**src/hw/rtl/gds_pkg.sv**
```systemverilog
// ----------------------------------------------------------------------------
// gds_pkg
// Shared types, codes and calendar helper functions for the Gregorian date
// shift block.
// ----------------------------------------------------------------------------
package gds_pkg;

    localparam int YEAR_W  = 12;
    localparam int MONTH_W = 4;
    localparam int DAY_W   = 5;
    localparam int SHIFT_W = 16;
    localparam int DN_W    = 17;
    localparam int WD_W    = 3;
    localparam int STAT_W  = 2;

    localparam logic [MONTH_W-1:0] LAST_MONTH = 4'd12;

    // Result status codes.
    localparam logic [STAT_W-1:0] STAT_OK       = 2'd0;
    localparam logic [STAT_W-1:0] STAT_BAD_DATE = 2'd1;
    localparam logic [STAT_W-1:0] STAT_RANGE    = 2'd2;

    typedef struct packed {
        logic [YEAR_W-1:0]         in_year;
        logic [MONTH_W-1:0]        in_month;
        logic [DAY_W-1:0]          in_day;
        logic signed [SHIFT_W-1:0] days_earlier;
    } t_in_word;

    typedef struct packed {
        logic [DN_W-1:0]    day_number;
        logic [YEAR_W-1:0]  out_year;
        logic [MONTH_W-1:0] out_month;
        logic [DAY_W-1:0]   out_day;
        logic [WD_W-1:0]    weekday;
        logic [STAT_W-1:0]  status;
    } t_out_word;

    typedef enum logic [3:0] {
        ST_IDLE,
        ST_CHECK,
        ST_YFWD,
        ST_MFWD,
        ST_SHIFT,
        ST_RCHK,
        ST_YBACK,
        ST_MBACK,
        ST_EMIT
    } t_state;

    // Commands from the controller to the datapath.
    typedef struct packed {
        logic              load;
        logic              yr_fwd;
        logic              mon_fwd;
        logic              add_day;
        logic              apply_shift;
        logic              yr_back;
        logic              mon_back;
        logic              emit;
        logic [STAT_W-1:0] code;
    } t_dp_cmd;

    // Status from the datapath to the controller.
    typedef struct packed {
        logic basic_ok;
        logic year_hit;
        logic day_ok;
        logic mon_hit;
        logic shift_ok;
        logic year_done;
        logic month_done;
        logic out_free;
    } t_dp_stat;

    // Length of a month; codes outside 1..12 give zero.
    function automatic logic [DAY_W-1:0] f_month_days(input logic [MONTH_W-1:0] m,
                                                      input logic leap);
        logic [DAY_W-1:0] d;
        case (m) inside
            4'd1, 4'd3, 4'd5, 4'd7, 4'd8, 4'd10, 4'd12: d = 5'd31;
            4'd4, 4'd6, 4'd9, 4'd11:                    d = 5'd30;
            4'd2:                                       d = leap ? 5'd29 : 5'd28;
            default:                                    d = 5'd0;
        endcase
        return d;
    endfunction

    // Weekday advance, both operands already below seven.
    function automatic logic [WD_W-1:0] f_add_mod7(input logic [WD_W-1:0] w,
                                                   input logic [WD_W-1:0] k);
        logic [WD_W:0] s;
        s = {1'b0, w} + {1'b0, k};
        if (s >= 4'd7) begin
            s = s - 4'd7;
        end
        return s[WD_W-1:0];
    endfunction

    // Remainder by seven of a value no larger than 41.
    function automatic logic [WD_W-1:0] f_mod7_6b(input logic [5:0] v);
        logic [5:0] r;
        r = v;
        for (int i = 0; i < 5; i++) begin
            if (r >= 6'd7) begin
                r = r - 6'd7;
            end
        end
        return r[WD_W-1:0];
    endfunction

    // Elaboration-time helpers.
    function automatic int f_leaps_upto(input int n);
        return n / 4 - n / 100 + n / 400;
    endfunction

    function automatic int f_days_before(input int base, input int y);
        return (y - base) * 365 + f_leaps_upto(y - 1) - f_leaps_upto(base - 1);
    endfunction

    // Weekday of 1 January of year y, 0 is Monday.
    function automatic int f_jan1_weekday(input int y);
        int yy;
        yy = y - 1;
        return (35 + yy + yy / 4 - yy / 100 + yy / 400) % 7;
    endfunction

endpackage

```
**src/hw/rtl/gds_ctrl.sv**
```systemverilog
// ----------------------------------------------------------------------------
// gds_ctrl
// Sequencer for the date shift: validates the input, walks years and months
// forward to build the day count, applies the shift and walks back to a date.
// ----------------------------------------------------------------------------
module gds_ctrl
    import gds_pkg::*;
(
    input  logic     i_clk,
    input  logic     i_rst_n,
    input  logic     i_in_valid,
    output logic     o_in_stall,
    input  t_dp_stat i_stat,
    output t_dp_cmd  o_cmd
);

    t_state            r_state, n_state;
    logic [STAT_W-1:0] r_code, n_code;

    always_ff @(posedge i_clk) begin
        if (!i_rst_n) begin
            r_state <= ST_IDLE;
            r_code  <= STAT_OK;
        end else begin
            r_state <= n_state;
            r_code  <= n_code;
        end
    end

    assign o_in_stall = (r_state != ST_IDLE);

    always_comb begin
        n_state = r_state;
        n_code  = r_code;
        o_cmd   = '0;
        unique case (r_state)
            ST_IDLE: begin
                if (i_in_valid) begin
                    o_cmd.load = 1'b1;
                    n_state    = ST_CHECK;
                end
            end
            ST_CHECK: begin
                if (i_stat.basic_ok) begin
                    n_state = ST_YFWD;
                end else begin
                    n_code  = STAT_BAD_DATE;
                    n_state = ST_EMIT;
                end
            end
            ST_YFWD: begin
                if (i_stat.year_hit) begin
                    // The leap flag of the input year is known only here.
                    if (i_stat.day_ok) begin
                        n_state = ST_MFWD;
                    end else begin
                        n_code  = STAT_BAD_DATE;
                        n_state = ST_EMIT;
                    end
                end else begin
                    o_cmd.yr_fwd = 1'b1;
                end
            end
            ST_MFWD: begin
                if (i_stat.mon_hit) begin
                    o_cmd.add_day = 1'b1;
                    n_state       = ST_SHIFT;
                end else begin
                    o_cmd.mon_fwd = 1'b1;
                end
            end
            ST_SHIFT: begin
                o_cmd.apply_shift = 1'b1;
                n_state           = ST_RCHK;
            end
            ST_RCHK: begin
                if (i_stat.shift_ok) begin
                    n_state = ST_YBACK;
                end else begin
                    n_code  = STAT_RANGE;
                    n_state = ST_EMIT;
                end
            end
            ST_YBACK: begin
                if (i_stat.year_done) begin
                    n_state = ST_MBACK;
                end else begin
                    o_cmd.yr_back = 1'b1;
                end
            end
            ST_MBACK: begin
                if (i_stat.month_done) begin
                    n_code  = STAT_OK;
                    n_state = ST_EMIT;
                end else begin
                    o_cmd.mon_back = 1'b1;
                end
            end
            ST_EMIT: begin
                if (i_stat.out_free) begin
                    o_cmd.emit = 1'b1;
                    o_cmd.code = r_code;
                    n_state    = ST_IDLE;
                end
            end
            default: begin
                n_state = ST_IDLE;
            end
        endcase
    end

endmodule

```
**src/hw/rtl/gds_datapath.sv**
```systemverilog
// ----------------------------------------------------------------------------
// gds_datapath
// Year and month walker with leap tracking, day count accumulator, weekday
// tracker and the result register.
// ----------------------------------------------------------------------------
module gds_datapath
    import gds_pkg::*;
#(
    parameter int BASE_YEAR = 1900,
    parameter int YEAR_SPAN = 256
) (
    input  logic      i_clk,
    input  logic      i_rst_n,
    input  t_in_word  i_in_word,
    input  logic      i_out_stall,
    input  t_dp_cmd   i_cmd,
    output t_dp_stat  o_stat,
    output logic      o_out_valid,
    output t_out_word o_out_word
);

    localparam int LAST_YEAR = BASE_YEAR + YEAR_SPAN - 1;
    localparam int TOTAL     = f_days_before(BASE_YEAR, LAST_YEAR + 1);
    localparam int CNT_W     = $clog2(TOTAL + 1);
    localparam int ACC_W     = ((CNT_W > SHIFT_W) ? CNT_W : SHIFT_W) + 2;

    localparam logic [YEAR_W-1:0] BASE_Y   = YEAR_W'(BASE_YEAR);
    localparam logic [YEAR_W-1:0] LAST_Y   = YEAR_W'(LAST_YEAR);
    localparam logic [1:0]        BASE_M4  = 2'(BASE_YEAR % 4);
    localparam logic [6:0]        BASE_M100 = 7'(BASE_YEAR % 100);
    localparam logic [8:0]        BASE_M400 = 9'(BASE_YEAR % 400);
    localparam logic [WD_W-1:0]   BASE_WD  = WD_W'(f_jan1_weekday(BASE_YEAR));

    localparam logic signed [ACC_W-1:0] ACC_ONE   = ACC_W'(1);
    localparam logic signed [ACC_W-1:0] ACC_TOTAL = ACC_W'(TOTAL);

    t_in_word                r_in;
    logic [YEAR_W-1:0]       r_ry;
    logic [1:0]              r_m4;
    logic [6:0]              r_m100;
    logic [8:0]              r_m400;
    logic [MONTH_W-1:0]      r_mon;
    logic [WD_W-1:0]         r_wd;
    logic signed [ACC_W-1:0] r_acc;
    logic [CNT_W-1:0]        r_dn;
    logic                    r_out_valid;
    t_out_word               r_out;
    t_out_word               n_out;

    logic                    leap;
    logic [8:0]              ylen;
    logic [DAY_W-1:0]        mdays_walk;
    logic [DAY_W-1:0]        mdays_in;
    logic signed [ACC_W-1:0] acc_ylen;
    logic signed [ACC_W-1:0] acc_mdays;
    logic signed [ACC_W-1:0] acc_day;
    logic signed [ACC_W-1:0] acc_shift;
    logic signed [ACC_W-1:0] acc_plus_day;
    logic [WD_W-1:0]         wd_mon_step;
    logic [WD_W-1:0]         wd_final;
    logic                    out_free;

    // Leap flag of the year the walker sits on, kept by its own residues.
    assign leap = ((r_m4 == 2'd0) && (r_m100 != 7'd0)) || (r_m400 == 9'd0);
    assign ylen = leap ? 9'd366 : 9'd365;

    assign mdays_walk = f_month_days(r_mon, leap);
    assign mdays_in   = f_month_days(r_in.in_month, leap);

    assign acc_ylen     = ACC_W'(ylen);
    assign acc_mdays    = ACC_W'(mdays_walk);
    assign acc_day      = ACC_W'(r_in.in_day);
    assign acc_shift    = {{(ACC_W - SHIFT_W){r_in.days_earlier[SHIFT_W-1]}},
                           r_in.days_earlier};
    assign acc_plus_day = r_acc + acc_day;

    // Month lengths 28..31 leave remainders 0..3 by seven.
    assign wd_mon_step = WD_W'(mdays_walk - 5'd28);
    assign wd_final    = f_mod7_6b(6'({3'b000, r_wd}) + 6'(r_acc[DAY_W-1:0]) - 6'd1);

    assign out_free = !r_out_valid || !i_out_stall;

    always_comb begin
        o_stat.basic_ok   = (r_in.in_year >= BASE_Y) && (r_in.in_year <= LAST_Y) &&
                            (r_in.in_month != 4'd0) && (r_in.in_month <= LAST_MONTH) &&
                            (r_in.in_day != 5'd0);
        o_stat.year_hit   = (r_ry == r_in.in_year);
        o_stat.day_ok     = (r_in.in_day <= mdays_in);
        o_stat.mon_hit    = (r_mon == r_in.in_month);
        o_stat.shift_ok   = (r_acc >= ACC_ONE) && (r_acc <= ACC_TOTAL);
        o_stat.year_done  = !((r_ry < LAST_Y) && (r_acc > acc_ylen));
        o_stat.month_done = !((r_mon < LAST_MONTH) && (r_acc > acc_mdays));
        o_stat.out_free   = out_free;
    end

    always_ff @(posedge i_clk) begin
        if (i_cmd.load) begin
            r_in <= i_in_word;
        end

        if (i_cmd.load || i_cmd.apply_shift) begin
            r_ry   <= BASE_Y;
            r_m4   <= BASE_M4;
            r_m100 <= BASE_M100;
            r_m400 <= BASE_M400;
            r_mon  <= 4'd1;
            r_wd   <= BASE_WD;
        end else if (i_cmd.yr_fwd || i_cmd.yr_back) begin
            r_ry   <= r_ry + 12'd1;
            r_m4   <= r_m4 + 2'd1;
            r_m100 <= (r_m100 == 7'd99) ? 7'd0 : r_m100 + 7'd1;
            r_m400 <= (r_m400 == 9'd399) ? 9'd0 : r_m400 + 9'd1;
            if (i_cmd.yr_back) begin
                r_wd <= f_add_mod7(r_wd, leap ? 3'd2 : 3'd1);
            end
        end else if (i_cmd.mon_fwd || i_cmd.mon_back) begin
            r_mon <= r_mon + 4'd1;
            if (i_cmd.mon_back) begin
                r_wd <= f_add_mod7(r_wd, wd_mon_step);
            end
        end

        if (i_cmd.load) begin
            r_acc <= '0;
        end else if (i_cmd.yr_fwd) begin
            r_acc <= r_acc + acc_ylen;
        end else if (i_cmd.mon_fwd) begin
            r_acc <= r_acc + acc_mdays;
        end else if (i_cmd.add_day) begin
            r_acc <= acc_plus_day;
        end else if (i_cmd.apply_shift) begin
            r_acc <= r_acc - acc_shift;
        end else if (i_cmd.yr_back) begin
            r_acc <= r_acc - acc_ylen;
        end else if (i_cmd.mon_back) begin
            r_acc <= r_acc - acc_mdays;
        end

        if (i_cmd.add_day) begin
            r_dn <= CNT_W'(acc_plus_day);
        end
    end

    // Result register: a finished word waits here while the sink stalls.
    always_ff @(posedge i_clk) begin
        if (!i_rst_n) begin
            r_out_valid <= 1'b0;
        end else if (i_cmd.emit) begin
            r_out_valid <= 1'b1;
        end else if (!i_out_stall) begin
            r_out_valid <= 1'b0;
        end
    end

    always_comb begin
        n_out        = '0;
        n_out.status = i_cmd.code;
        if (i_cmd.code != STAT_BAD_DATE) begin
            n_out.day_number = DN_W'(r_dn);
        end
        if (i_cmd.code == STAT_OK) begin
            n_out.out_year  = r_ry;
            n_out.out_month = r_mon;
            n_out.out_day   = r_acc[DAY_W-1:0];
            n_out.weekday   = wd_final;
        end
    end

    always_ff @(posedge i_clk) begin
        if (i_cmd.emit) begin
            r_out <= n_out;
        end
    end

    assign o_out_valid = r_out_valid;
    assign o_out_word  = r_out;

endmodule

```
**src/hw/rtl/gregorian_date_shift_top.sv**
```systemverilog
// ----------------------------------------------------------------------------
// gregorian_date_shift_top
// Converts a Gregorian date to a day count from 1 January of BASE_YEAR, moves
// it earlier by a signed number of days and converts it back to a date with
// its weekday and a status code.
//
//   Channel   Signals                              Word type
//   input     i_in_valid, o_in_stall, i_in_word    t_in_word
//   output    o_out_valid, i_out_stall, o_out_word t_out_word
//
// One word is worked on at a time: the input stalls from the acceptance of a
// word until its result is handed to the result register. The forward walk
// steps through the years and months to build the day count, and the
// backward walk steps again through the same year and month walker.
// Reset is synchronous and active low; it returns the sequencer to idle and
// empties the result register. A finished word waits in the result register
// while the sink stalls, and the next input word is taken meanwhile.
// ----------------------------------------------------------------------------
module gregorian_date_shift_top
    import gds_pkg::*;
#(
    parameter int BASE_YEAR = 1900,
    parameter int YEAR_SPAN = 256
) (
    input  logic      i_clk,
    input  logic      i_rst_n,
    input  logic      i_in_valid,
    output logic      o_in_stall,
    input  t_in_word  i_in_word,
    output logic      o_out_valid,
    input  logic      i_out_stall,
    output t_out_word o_out_word
);

    t_dp_cmd  dp_cmd;
    t_dp_stat dp_stat;

    gds_ctrl u_ctrl (
        .i_clk      (i_clk),
        .i_rst_n    (i_rst_n),
        .i_in_valid (i_in_valid),
        .o_in_stall (o_in_stall),
        .i_stat     (dp_stat),
        .o_cmd      (dp_cmd)
    );

    gds_datapath #(
        .BASE_YEAR (BASE_YEAR),
        .YEAR_SPAN (YEAR_SPAN)
    ) u_datapath (
        .i_clk       (i_clk),
        .i_rst_n     (i_rst_n),
        .i_in_word   (i_in_word),
        .i_out_stall (i_out_stall),
        .i_cmd       (dp_cmd),
        .o_stat      (dp_stat),
        .o_out_valid (o_out_valid),
        .o_out_word  (o_out_word)
    );

endmodule

```
**config.mk**
```make
export PLATFORM = sky130hd
export DESIGN_NAME = gregorian_date_shift_top
export DESIGN_NICKNAME = d
export VERILOG_FILES = /design/src/hw/rtl/gds_pkg.sv /design/src/hw/rtl/gds_ctrl.sv /design/src/hw/rtl/gds_datapath.sv /design/src/hw/rtl/gregorian_date_shift_top.sv
export SDC_FILE = /design/constraint.sdc
export NUM_CORES = 1
export LEC_CHECK = 0
export BUFFER_PORTS_ARGS = -buffer_cell sky130_fd_sc_hd__buf_2
export CAP_MARGIN = 10
export CORE_ASPECT_RATIO = 0.5
export CORE_UTILIZATION = 60
export CTS_CLUSTER_SIZE = 24
export DETAILED_ROUTE_END_ITERATION = 10
export HOLD_SLACK_MARGIN = 0.12
export PLACE_DENSITY = 0.81
export SLEW_MARGIN = 30
export SYNTH_ARGS = -nofsm -noshare
export SYNTH_HDL_FRONTEND = slang
export SYNTH_SLANG_ARGS = --single-unit
```
**constraint.sdc**
```tcl
create_clock -name i_clk -period 22.6 [get_ports i_clk]
set_clock_uncertainty 0.1 [all_clocks]
set_input_delay 3.39 -clock i_clk [delete_from_list [all_inputs] [get_ports i_clk]]
set_output_delay 3.39 -clock i_clk [all_outputs]
set_load 0.01 [all_outputs]
```
==> results.json, run 1 <==
{
  "fin_util": 0.699,
  "min_period_over_period": 0.354,
  "min_period_ps": 7990,
  "drv_cap": 0,
  "clockRootBuffer": "clkbuf_16",
  "start_kind": "flip-flop",
  "grt_remaining_overflow": 0,
  "yosys-top-cells-area": "edfxtp_1 26%, dfxtp_1 11%, ha_1 8.3%, a21oi_1 4.5%, nor2_1 4.3%",
  "status": "finished, final reports clean",
  "grt_max_degree": 52,
  "slowest_delay_ps": 770,
  "ctsResizeCount": 0,
  "hold_end": "u_datapath.r_m4[1]$_SDFFE_PP0N_",
  "firstDrtPassIters": 6,
  "setup-tns-final_ps": 0,
  "wl_um": 30600,
  "rr_endpoint": "u_datapath.o_out_word[2]$_SDFFCE_PP0P_",
  "grt_pass1_wl_um": 48700,
  "timing.rr.start": "u_datapath.r_acc[1]$_SDFFE_PP0P_",
  "die_area_um2": 19400,
  "power.leakage_nw": 4.98,
  "peakVddDrop_mv": 0.0716,
  "syn-num-nets": 1415,
  "reg2reg_depth": 27,
  "area_delta_synth_final_pct": 10.9,
  "cpMostUsedCell": "ha_1",
  "h-tree-depth": 4,
  "core_area_um2": 17900,
  "async_reset_ff_frac": 0,
  "n_antenna_cell": 0,
  "clkSlewWorstSetupHoldPaths_ps": 70,
  "fmax_mhz": 125,
  "place_area_um2": 11900,
  "setup_viol": 0,
  "hp-start": "u_datapath.r_m4[1]$_SDFFE_PP0N_",
  "synth_top_flop_cell": "edfxtp_1",
  "yosysTopAreaCellShare": 0.258,
  "postSynthAreaPerCell_um2": 8.74,
  "stdcell_area_um2": 12500,
  "rsz0062_at_grt": "no",
  "dr.first_iter.drc_count": 1148,
  "wl_per_cell_um": 19.1,
  "vias_per_cell": 6.35,
  "antenna_left": 0,
  "synth_edf_count": 97,
  "hold_depth": 2,
  "numCtsBuffers": 17,
  "nets": 1478,
  "cpMaxStageDelayCell": "dfxtp_1",
  "slew_viol_final": 0,
  "rows": 34,
  "critPathRequiredTime_ps": 22700,
  "dp_slack_ps": 14680,
  "hp-class": "flip-flop to flip-flop",
  "postCtsSetupRepairBufs": 0,
  "pin_count": 86,
  "remaining_drc_errors": 0,
  "path_max_fanout": 14,
  "die_width_um": 196,
  "antenna_found_initial": 0,
  "cts_tree": "built",
  "tightest_slew_ps": 933,
  "ys_seq_elements": 160,
  "worstPathArrival_ps": 8090,
  "first_global_vias": 9664,
  "cp_top_family": "adder cells",
  "netlist-cell-type-count": 74,
  "critPathKind": "flip-flop to flip-flop",
  "yosys_warnings": 0,
  "dpl.hpwl_um": 21600,
  "synth_top_area_cell": "edfxtp_1",
  "drive_gt1_frac": 0.124,
  "critPathBufInv": 3,
  "synthesis.area_um2": 11300,
  "hold_viol_final": 0,
  "yosysSeqAreaShare": 0.370,
  "clock_latency_ps": 460,
  "clockBufferDepth": 2,
  "cts_sinks": 160,
  "worst_slack_ps": 14610,
  "gp_congestion": 0.968,
  "worst_setup_path_end_kind": "flip-flop",
  "die_h_um": 98.9,
  "cts_hold_buf": 0,
  "vias": 10200,
  "slew_headroom": 0.376,
  "power.density_nw_per_um2": 129,
  "syn_inst": 1290,
  "grt.total_usage": 0.321,
  "initial_utilization": 0.631,
  "portBuffers": 85,
  "reg2reg_slack_ps": 14610
}
[worst register-to-register path, stage by stage (launching register included)]
cell,delay (ps)
dfxtp_1,770
inv_1,270
ha_1,350
inv_1,40
ha_1,220
fa_1,610
and2_2,260
a311o_1,320
nor4_4,280
mux2i_1,470
inv_1,90
ha_1,310
nor2_1,160
o21ai_0,90
a2111oi_0,650
a311o_1,260
a211oi_1,100
and2_2,230
nand2_1,100
mux2_2,360
ha_1,220
nor2b_1,160
or3_4,370
mux2_4,320
ha_1,240
a21boi_4,170
xor2_1,170
nor2_1,50
[stage by stage]
stage	hold slack [ps]	power (mW)	instances
global placement	339	1.26	1568
global route	382	1.71	1600
CTS	353	1.59	1600
floorplan	332	1.10	1290
finish	351	1.61	1600
detailed placement	344	1.29	1568
[layer usage]
| metal | wire [µm] | vias up | track usage |
|---|---|---|---|
| li1 | - | 4761 | - |
| met1 | 13000 | 4759 | 0.413 |
| met2 | 13800 | 554 | 0.522 |
| met3 | 2770 | 83 | 0.0729 |
| met4 | 976 | 0 | 0.142 |
| met5 | 0 | - | 0 |
[cells in the final DEF, fill, tap and decap left out, drive strengths merged, types with 5 or more instances in the layout]
cell type	count
nand2	105
and2	39
nand4	26
a211oi	20
o21ai	84
a211o	5
o31ai	6
o21bai	9
a21oi	102
and3	13
a2111oi	6
nor3	34
xor2	51
buf	98
or2	6
xnor2	48
a221oi	5
mux2	5
nor2b	13
nor2	130
or4	7
a21boi	7
or3	16
a21o	15
ha	75
edfxtp	97
o211ai	10
inv	91
clkbuf	21
nor4	10
fa	9
mux2i	15
nand3	37
a31oi	14
nand2b	14
nand3b	6
dfxtp	63
[registers in the layout (all words and copies together) (netlist names)]
signal / count
u_datapath.r_m400: 9
u_datapath.r_mon: 4
u_datapath.r_acc: 19
u_datapath.r_dn: 17
u_datapath.r_ry: 12
u_datapath.r_m100: 7
u_datapath.r_wd: 3
u_ctrl.r_code: 2
u_ctrl.r_state: 4
u_datapath.acc_day: 5
u_datapath.o_out_valid: 1
u_datapath.acc_shift: 16
u_datapath.o_out_word: 43
u_datapath.r_m4: 2
u_datapath.r_in: 16
[how the worst max path moves through the flow]
stage                                                 from                                     end  slack, ps  cells after the start
after floorplan           u_datapath.r_acc[1]$_SDFFE_PP0P_  u_datapath.o_out_word[2]$_SDFFCE_PP0P_      15470                     29
after global placement    u_datapath.r_acc[1]$_SDFFE_PP0P_  u_datapath.o_out_word[2]$_SDFFCE_PP0P_      14930                     28
after detailed placement  u_datapath.r_acc[1]$_SDFFE_PP0P_  u_datapath.o_out_word[2]$_SDFFCE_PP0P_      14680                     28
after CTS                 u_datapath.r_acc[1]$_SDFFE_PP0P_  u_datapath.o_out_word[2]$_SDFFCE_PP0P_      14670                     28
after global routing      u_datapath.r_acc[1]$_SDFFE_PP0P_  u_datapath.o_out_word[2]$_SDFFCE_PP0P_      14120                     27
final                     u_datapath.r_acc[1]$_SDFFE_PP0P_  u_datapath.o_out_word[2]$_SDFFCE_PP0P_      14610                     27
[layout make-up]
type / instances / area [µm²]
multi-input combinational: 993 / 6610
inverter: 83 / 312
clock inverter: 11 / 88.8
timing repair buffer: 98 / 523
fill: 1396 / 5370
clock buffer: 21 / 493
tap: 234 / 293
sequential: 160 / 4170
[cell families after synthesis]
| group | share of synthesized area |
|---|---|
| simple gates | 0.205 |
| compound gates | 0.183 |
| xor+xnor | 0.0769 |
| fa+ha+maj | 0.0992 |
| flops | 0.370 |
| mux | 0.0190 |
| buf+inv | 0.0465 |
[power by group]
group          total (mW)  internal, mW  switching [mW]  leakage, nW
registers           0.444         0.376          0.0671         1.40
clock network       0.290         0.159           0.131        0.288
logic               0.873         0.353           0.520         3.29
total                1.61         0.889           0.718         4.98
[synth_stat cells, types with 15 or more instances]
cell and number:
xor2_1 51, ha_1 75, nor3_1 34, a21oi_1 102, or3_1 15, nand3_1 37, nand4_1 26, nand2_1 105
a211oi_1 16, and2_1 35, xnor2_1 48, edfxtp_1 97, clkbuf_1 48, dfxtp_1 63, inv_1 83, mux2i_1 15
nor2_1 130, o21ai_0 82
Note: power is estimated with default switching activity, not from simulation.
==> run 2, diff against run 1 <==
==> constraint.sdc (replaced) <==
create_clock -name i_clk -period 7.63 [get_ports i_clk]
set_clock_uncertainty 0.1 [all_clocks]
set_input_delay 1.1445 -clock i_clk [delete_from_list [all_inputs] [get_ports i_clk]]
set_output_delay 1.1445 -clock i_clk [all_outputs]
set_load 0.01 [all_outputs]
==> run 2 against run 1 <==
  * Hold slack gained 4.0 ps
  * Fmax grew 9.7%
  * Core utilization is essentially flat
  * Routed wire length shrank 1.5%
  * Register-to-register slack lost 14000 ps
  * Flip-flop and latch count is the same
  * Cell area is essentially flat
  * Die area is the same
  * Via count grew 0.16%
  * Sequential power grew to 3.0 times the previous value
==> results.json, run 2 (synthesis gave the netlist of run 1 again) <==
{
  "antenna_found_initial": 0,
  "wl_per_cell_um": 18.8,
  "rsz0062_at_grt": "no",
  "ctsResizeCount": 0,
  "drive_gt1_frac": 0.124,
  "dpl.hpwl_um": 21500,
  "n_antenna_cell": 0,
  "tightest_slew_ps": 963,
  "min_period_over_period": 0.955,
  "peakVddDrop_mv": 0.216,
  "core_area_um2": 17900,
  "power.leakage_nw": 4.96,
  "setup-tns-final_ps": 0,
  "h-tree-depth": 4,
  "hp-class": "flip-flop to flip-flop",
  "initial_utilization": 0.631,
  "dp_slack_ps": 376,
  "final_common_cell": "nor2_1",
  "fmax_mhz": 137,
  "worstPathArrival_ps": 7380,
  "cts_hold_buf": 0,
  "nets": 1482,
  "critPathKind": "flip-flop to flip-flop",
  "nFillCells": 1391,
  "path_max_fanout": 7,
  "grt_pass1_wl_um": 47600,
  "power.density_nw_per_um2": 380,
  "worst_slack_ps": 341,
  "dr.first_iter.drc_count": 1166,
  "die_width_um": 196,
  "drv_cap": 0,
  "postCtsSetupRepairBufs": 0,
  "vias_per_cell": 6.34,
  "hold_viol_final": 0,
  "slew_headroom": 0.356,
  "min_period_ps": 7290,
  "total_power_mw": 4.74,
  "grt_remaining_overflow": 0,
  "setup_viol": 0,
  "clockBufferDepth": 2,
  "grt_max_degree": 52,
  "rows": 34,
  "gp_congestion": 0.946,
  "first_global_vias": 9526,
  "timing.hold.ws_ps": 355,
  "grt.total_usage": 0.316,
  "cts_tree": "built",
  "clkSlewWorstSetupHoldPaths_ps": 70,
  "most-common-layout-cells": "130 x nor2_1, 105 x nand2_1, 100 x a21oi_1, 97 x edfxtp_1, 85 x buf_2",
  "largest_register_ffs": 43,
  "die_area_um2": 19400,
  "fin_util": 0.699,
  "start_kind": "flip-flop",
  "status": "finished, final reports clean",
  "vias": 10200,
  "remaining_drc_errors": 0,
  "cts_sinks": 160,
  "die_h_um": 98.9,
  "portBuffers": 85,
  "numCtsBuffers": 17,
  "firstDrtPassIters": 6,
  "area_delta_synth_final_pct": 10.8,
  "critPathRequiredTime_ps": 7720,
  "worst_setup_path_end_kind": "flip-flop",
  "pin_count": 86,
  "clockRootBuffer": "clkbuf_16",
  "wl_um": 30200,
  "slew_viol_final": 0,
  "antenna_left": 0,
  "clock_latency_ps": 450
}
==> run 2: cell count changes in the layout (fill, tap and decap cells not counted), sizes merged <==
cell and change:
inv -5, buf +4, clkinvlp +3, clkinv +2, bufinv +1, clkbuf -1
==> run 2: per-layer routing <==
metal | part of all wire | track usage
met3 | 0.090 | 0.0609
met5 | 0 | 0
met1 | 0.42 | 0.412
met4 | 0.036 | 0.156
met2 | 0.45 | 0.510
==> run 2: layout make-up <==
cell class / count / area (µm²) / area share
timing repair buffer: 102 / 553 / 0.0443
inverter: 83 / 312 / 0.0249
sequential: 160 / 4170 / 0.334
clock buffer: 20 / 437 / 0.0350
multi-input combinational: 993 / 6610 / 0.529
clock inverter: 12 / 109 / 0.00872
tap: 234 / 293 / 0.0234
==> run 2: critical path: stages, from the launching register on <==
cell and delay, ps:
dfxtp_1 400, inv_1 130, ha_1 300, inv_1 40, ha_1 210, fa_1 440
a211o_1 350, a311o_1 380, nor4_4 290, mux2i_1 440, inv_1 110, ha_1 320
nor2_1 160, o21ai_0 100, a2111oi_1 570, a311o_1 230, a211oi_1 60, and2_2 220
nand2_1 100, mux2_2 370, ha_1 230, nor2b_1 160, or3_4 360, mux2_4 320
ha_1 240, a21boi_4 180, xor2_1 170, nor2_1 60
==> run 2: power breakdown <==
part	internal, mW	switching, mW
Sequential	1.12	0.200
Combinational	1.07	1.54
Clock	0.449	0.375
==> run 2: final timing paths <==
path,startpoint,end,slack (ps),cells after the start
worst max-delay path,u_datapath.r_wd[1]$_SDFFE_PP0P_,u_datapath.o_out_word[2]$_SDFFCE_PP0P_,340,27
worst min-delay path,u_datapath.r_m4[1]$_SDFFE_PP0N_,u_datapath.r_m4[1]$_SDFFE_PP0N_,350,2
worst max register to register,u_datapath.r_wd[1]$_SDFFE_PP0P_,u_datapath.o_out_word[2]$_SDFFCE_PP0P_,340,27
worst min register to register,u_datapath.r_m4[1]$_SDFFE_PP0N_,u_datapath.r_m4[1]$_SDFFE_PP0N_,350,2
==> run 2: through the flow <==
stage               std cells  cell area (µm²)
floorplan                1290            11300
detailed placement       1572            11900
global route             1604            12500
global placement         1572            11900
finish                   1604            12500
CTS                      1604            12500
